[config.mk]
export PLATFORM = sky130hd
export DESIGN_NAME = fpt_front
export DESIGN_NICKNAME = d
export VERILOG_FILES = /design/src/rtl/fpt_pkg.sv /design/src/rtl/fpt_front.sv
export SDC_FILE = /design/constraint.sdc
export NUM_CORES = 1
export LEC_CHECK = 0
export BUFFER_PORTS_ARGS = -buffer_cell sky130_fd_sc_hd__buf_2
export CORE_ASPECT_RATIO = 1.5
export CORE_UTILIZATION = 50
export DETAILED_ROUTE_END_ITERATION = 8
export PLACE_DENSITY_LB_ADDON = 0.2
export SLEW_MARGIN = 20
export SYNTH_ARGS = -nofsm -noshare
export SYNTH_HDL_FRONTEND = slang
export SYNTH_SLANG_ARGS = --single-unit
[constraint.sdc]
create_clock -name clk -period 2.1 [get_ports clk]
set_input_delay 0.315 -clock clk [delete_from_list [all_inputs] [get_ports clk]]
set_output_delay 0.315 -clock clk [all_outputs]
set_load 0.01 [all_outputs]
[src/rtl/fpt_pkg.sv]
package fpt_pkg;

  localparam int MAX_FENCES_DEF = 1024;
  localparam int KEY_WIDTH_DEF  = 32;

  localparam int IS_W   = 13;
  localparam int TB_W   = 10;
  localparam int SIZE_W = 23;
  localparam int OFF_W  = 32;

  localparam logic [IS_W-1:0] INTERVAL_RST = 13'd16;
  localparam logic [TB_W-1:0] TUPLE_RST    = 10'd16;

  localparam int ADDR_W = 3;
  localparam logic REG_INTERVAL = 1'b0;
  localparam logic REG_TUPLE    = 1'b1;

  localparam logic [1:0] OP_SETUP  = 2'd0;
  localparam logic [1:0] OP_CLEAR  = 2'd1;
  localparam logic [1:0] OP_LOOKUP = 2'd2;

  localparam logic STATUS_HIT  = 1'b0;
  localparam logic STATUS_MISS = 1'b1;

  typedef enum logic [1:0] {
    KIND_SETUP,
    KIND_CLEAR,
    KIND_LOOKUP
  } kind_t;

  typedef struct packed {
    kind_t kind;
    logic  last;
  } cmd_ctrl_t;

endpackage

[src/rtl/fpt_front.sv]
module fpt_front import fpt_pkg::*; #(
  parameter int KEY_WIDTH = KEY_WIDTH_DEF
) (
  input  logic                 clk,
  input  logic                 rst,
  input  logic                 in_valid,
  output logic                 in_ready,
  input  logic [1:0]           in_op,
  input  logic [KEY_WIDTH-1:0] in_key,
  input  logic                 in_last,
  output logic                 cmd_valid,
  input  logic                 cmd_ready,
  output cmd_ctrl_t            cmd_ctrl,
  output logic [KEY_WIDTH-1:0] cmd_key
);

  localparam int QD  = 4;
  localparam int QAW = $clog2(QD);

  cmd_ctrl_t            q_ctrl [QD];
  logic [KEY_WIDTH-1:0] q_key  [QD];
  logic [QAW-1:0]       wr_ptr;
  logic [QAW-1:0]       rd_ptr;
  logic [QAW:0]         fill;
  cmd_ctrl_t            new_ctrl;
  logic                 op_ok;
  logic                 push;
  logic                 pop;

  // classify the incoming op, unused codes are dropped here
  always_comb begin
    new_ctrl.last = in_last;
    new_ctrl.kind = KIND_SETUP;
    op_ok         = 1'b1;
    unique case (in_op)
      OP_SETUP:  new_ctrl.kind = KIND_SETUP;
      OP_CLEAR:  new_ctrl.kind = KIND_CLEAR;
      OP_LOOKUP: new_ctrl.kind = KIND_LOOKUP;
      default:   op_ok         = 1'b0;
    endcase
  end

  assign in_ready  = (fill != (QAW+1)'(QD));
  assign push      = in_valid && in_ready && op_ok;
  assign cmd_valid = (fill != '0);
  assign pop       = cmd_valid && cmd_ready;
  assign cmd_ctrl  = q_ctrl[rd_ptr];
  assign cmd_key   = q_key[rd_ptr];

  always_ff @(posedge clk) begin
    if (push) begin
      q_ctrl[wr_ptr] <= new_ctrl;
      q_key[wr_ptr]  <= in_key;
    end
    if (rst) begin
      wr_ptr <= '0;
      rd_ptr <= '0;
      fill   <= '0;
    end else begin
      if (push) begin
        wr_ptr <= wr_ptr + QAW'(1);
      end
      if (pop) begin
        rd_ptr <= rd_ptr + QAW'(1);
      end
      if (push && !pop) begin
        fill <= fill + (QAW+1)'(1);
      end else if (pop && !push) begin
        fill <= fill - (QAW+1)'(1);
      end
    end
  end

endmodule

## Yosys cells after proc, flatten, opt, wreduce, memory -nomap -nowiden

Memories as Yosys holds them, arrays and structs flattened. A register that Yosys moved wholly into a read port is not among the register bits.
Cells that the tools add are included.
W data, S select, Z words.

- Input port bits: 39
- Logic and storage cells: 33
- Output and inout port bits: 37
- Memories kept: 2
- Bits in writable memories: 140
- Bits in registers: 7

Memory list:

| name | words | width | rd ports | clocked after memory_dff | wr ports | RTL line | RTL |
|---|---|---|---|---|---|---|---|
| q_key | 4 | 32 | 1 | 1 | 1 | fpt_front.sv:21 | `logic [KEY_WIDTH-1:0] q_key [QD];` |
| q_ctrl | 4 | 3 | 1 | 1 | 1 | fpt_front.sv:20 | `cmd_ctrl_t q_ctrl [QD];` |

- Equal/unequal tests: 3
- $add $sub $neg: 4
- Muxes and demuxes: 10
- Reduce and logical (&&, ||, !) cells: 11

Operator list:

| kind | number |
|---|---|
| $mux W2 | 4 |
| $mux W3 | 2 |
| $logic_and A1 B1 Y1 | 5 |
| $add A2 B1 Y2 const B | 2 |
| $pmux W2 S2 | 1 |
| $add A3 B1 Y3 const B | 1 |
| $mux W1 | 3 |
| $ne A3 B3 Y1 const B | 1 |
| $reduce_bool A3 Y1 | 1 |
| $reduce_or A3 Y1 | 1 |
| $sub A3 B1 Y3 const B | 1 |
| $eq A2 B1 Y1 const B | 1 |
| $eq A2 B2 Y1 const B | 1 |
| $logic_not A1 Y1 | 2 |
| $logic_not A2 Y1 | 1 |
| $reduce_bool A2 Y1 | 1 |

## Logic depth before layout (Yosys ltp)

- Depth in word-level cells: 8
- Depth in mapped cells: 8
- Gate-level depth less buffers: 8

## Worst setup path after synthesis

OpenSTA, ideal clock, no wires.

- Path kind: reg2reg
- Start point: register fill[0]
- End point: register fill[2]
- Period minus slack after synthesis: 2211 ps
- Path slack: -111 ps
- Setup time: 70 ps
- Data required time: 2030 ps
- Arrival: 2141 ps
- Cell stages (with the launch flop): 9
- Buffers on the path: 0
- Path through: dfxtp_1 > nor2_2 > a221oi_4 > ha_1 > inv_1 > fa_1 > xor2_1 > or3_2 > a21oi_1

- Cells in the longest elaborated chain, start to end: 6
- Elaborated cells between the ends (all ways): 14
- Classes of those cells: add/sub: 2; eq/ne: 1; mux: 2; reduce/logical: 9

Ends and longest elaborated chain:

| element | RTL line | RTL |
|---|---|---|
| start, declared | fpt_front.sv:24 | `logic [QAW:0] fill;` |
| start signal, assigned | fpt_front.sv:67 | `fill <= fill + (QAW+1)'(1);` |
| start signal, assigned | fpt_front.sv:69 | `fill <= fill - (QAW+1)'(1);` |
| $ne A3 B3 Y1 (*) | fpt_front.sv:43 | `assign in_ready = (fill != (QAW+1)'(QD));` |
| $logic_and A1 B1 Y1 (*) (2 in a row) | fpt_front.sv:44 | `assign push = in_valid && in_ready && op_ok;` |
| net push | fpt_front.sv:27 | `logic push;` |
| $logic_not A1 Y1 | fpt_front.sv:68 | `end else if (pop && !push) begin` |
| $logic_and A1 B1 Y1 | fpt_front.sv:68 |  |
| $reduce_bool A2 Y1 (no line) | n/a |  |

Mark *: on every way through the listed nets, which the timed path passes. The rest lies on a longest branch. The select of a mux whose other input is x is not followed.
A chain may end at the register's enable or synchronous reset.

==> metrics.yaml <==
min_path:
  holdPathStages: 1
  hold-path-endpoint: "q_key[1][29]$_DFFE_PP_"
  hold_path.class: "input pin to flop"
  hold_start: "in_key[29]"
setup_path:
  slowest_delay_ps: 560
  critPathRequiredTime_ps: 1780
  reg2regPathDepth: 8
  critical_path.slowest_cell: "mux4_2"
  timing.rr.start: "fill[1]$_SDFFE_PP0P_"
  arrival_ps: 1710
  crit_fanout: 18
  ff2ff_setup_slack_ps: 130
  rr_endpoint: "fill[2]$_SDFFE_PP0P_"
  start_kind: "flop"
  cp-end-kind: "primary output"
  cp_cell_sequence: "buf_12 -> mux4_2 -> buf_6"
  path_class: "flop to primary output"
die:
  ios: 76
  die-area_um2: 11560
  core_um2: 10710
  start_util: 0.5196
  core.rowCount: 46
  fp.dieH_um: 131.2
  fp.dieW_um: 88.12
cts:
  clkSinkCount: 149
  clk_transition_reported_paths_ps: 60
  numCtsBuffers: 17
  cts_tree: "built"
  cts_root_buf: "clkbuf_16"
  holdBufCountCts: 0
  htree_levels: 4
  max-clock-path-buffers: 2
  clock_latency_ps: 400
final_layout:
  fin_util: 0.6508
  area_delta_synth_final_pct: 25.24
  register_area_um2: 4398
  multi_input_area_um2: 1126
  drive_gt1_frac: 0.4899
  nNetsFinal: 380
  fillers: 755
  instances_no_fill: 491
  n_antenna_cell: 0
run_status:
  status: "finished clean"
placement:
  routabilityCongestion: 0.7226
  place_inst: 456
  port_buffers: 75
  dp_hpwl_mm: 5.351
  dp_slack_ps: 3.954
sta:
  grt_setup_unrepaired: "no"
  clock-skew-final_ps: 5.991
  drv_slew: 0
  final-hold-violation-count: 0
  fin_crit_sh: 0.9646
  setup_viol: 0
  fmax_mhz: 493.7
  final.setup.tns_ps: 0
  finalWorstSetupSlack_ps: 74.32
  slew-limit-headroom: 0.6929
  min_period_ps: 2026
  tightest_slew_ps: 454.9
synthesis:
  synth_area_leaders: "edfxtp_1, mux4_2, dfxtp_1, ha_1, buf_6"
  yosys.area.top_type: "edfxtp_1"
  yosysWarnings: 0
  synth_top_area_frac: 0.7557
  synthesis.nets: 279
  yosysUniqueCellTypes: 25
  syn_avg_cell_area_um2: 23.77
  syn-cell-area_um2: 5563
  synth-seq-area-share: 0.7881
  synth_cells: 234
  synth_seq_cells: 149
global_route:
  grt_pass1_vias: 2765
  antenna_found_initial: 0
  grt_pass1_wl_mm: 14.35
  grt_max_degree: 36
  grt.total_usage: 0.1756
  grt_overflow: 0
route:
  avgRoutedWirePerCell_um: 19.16
  dr.first_iter.drc_count: 92
  post_drt_via_cell_ratio: 5.230
  via_count: 2568
  dr.pass1.iters: 4
  ant_nets: 0
  drt_wl_total_mm: 9.408
  drc: 0
pwr:
  p_per_area_nw_per_um2: 1235
  p_total_mw: 8.607
  p_leak_nw: 2.387
  worst_ir_drop_vdd_mv: 0.7755
run:
  max_cap_violations: 0
==> worst max path at each step <==
stage                               startpoint              endpoint  slack (ps)
after floorplan           fill[0]$_SDFFE_PP0P_  fill[2]$_SDFFE_PP0P_           3
after global placement                in_op[0]  fill[2]$_SDFFE_PP0P_          50
after detailed placement  fill[2]$_SDFFE_PP0P_  fill[2]$_SDFFE_PP0P_           4
after CTS                                 flop            cmd_key[4]         -30
after global routing                      flop           cmd_key[13]          30
final                                     flop           cmd_key[13]          70
==> where the power goes <==
group          internal (mW)  switching, mW  leakage, nW
logic                   1.10          0.930        0.762
clock network           1.84           1.07        0.271
registers               3.54          0.133         1.35
==> cells in the mapped netlist <==
library cell / instances
buf_2: 3
mux2_4: 1
a221oi_4: 1
a21oi_1: 1
buf_6: 4
o31ai_1: 1
and2_1: 4
inv_1: 4
dfxtp_1: 9
xor2_1: 4
nor2_2: 1
nand2_1: 1
nor2b_1: 2
clkbuf_2: 1
clkbuf_1: 1
o311ai_0: 1
edfxtp_1: 140
or3_2: 2
ha_1: 5
nand2b_1: 2
nor2_1: 7
fa_1: 1
mux4_2: 35
o21ai_0: 1
mux2i_1: 2
==> critical path: cells and delay by family (launching register included) <==
| family | cells | cell delay [ps] |
|---|---|---|
| buffers and inverters | 2 | 340 |
| DFF | 1 | 380 |
| muxes | 1 | 560 |
==> flip-flops by register name, summed over array words and instances, names as in the netlist, named ones only <==
| signal | cells |
|---|---|
| rd_ptr | 2 |
| q_ctrl | 12 |
| wr_ptr | 2 |
| q_key | 128 |
| fill | 3 |
==> layout by cell type (no fill, tap or decap), types with 7 or more instances in the layout <==
| cell type | instances |
|---|---|
| mux4_2 | 35 |
| clkbuf_16 | 18 |
| nor2_1 | 7 |
| buf_4 | 7 |
| buf_6 | 10 |
| buf_2 | 65 |
| buf_12 | 8 |
| edfxtp_1 | 140 |
==> cells by family after synthesis <==
group,Yosys count,share of synthesized area
muxes,38,0.1480
xor gates and xnor gates,4,0.006297
AOI/OAI and AO/OA,5,0.009447
and+or+nand+nor,19,0.01822
DFF,149,0.7881
adders and majority gates,6,0.01484
buffers and inverters,13,0.01507
==> routing by layer <==
layer,global-route usage,vias to the layer above,wire [µm]
met3,0.05151,11,377
met2,0.2916,59,5117
met1,0.2118,1324,3798
met5,0,-,0
met4,0.07258,0,114
li1,-,1174,-
==> stage by stage <==
step | instance area (µm²) | hold slack (ps)
2_1_floorplan | 5575 | 413.9
3_3_place_gp | 6260 | 502.5
3_5_place_dp | 6260 | 508.9
4_1_cts | 6899 | 106.1
5_1_grt | 6967 | 111.5
6_report | 6967 | 122.0
==> what timing repair did <==
action	CTS	global route
pin swaps	0	3
gates cloned	0	1
endpoints found under the setup margin	13	36
setup buffers	0	3
resized for setup	11	5
==> cell type report <==
type | count | share of cell area
clock buffers | 20 | 0.06268
flip-flops and latches | 149 | 0.6313
clock inverters | 11 | 0.01940
well taps | 144 | 0.02586
repair buffers | 91 | 0.09698
inverters | 4 | 0.002155
multi-input cells | 72 | 0.1616
No activity file was read; power rests on OpenSTA's default activity.
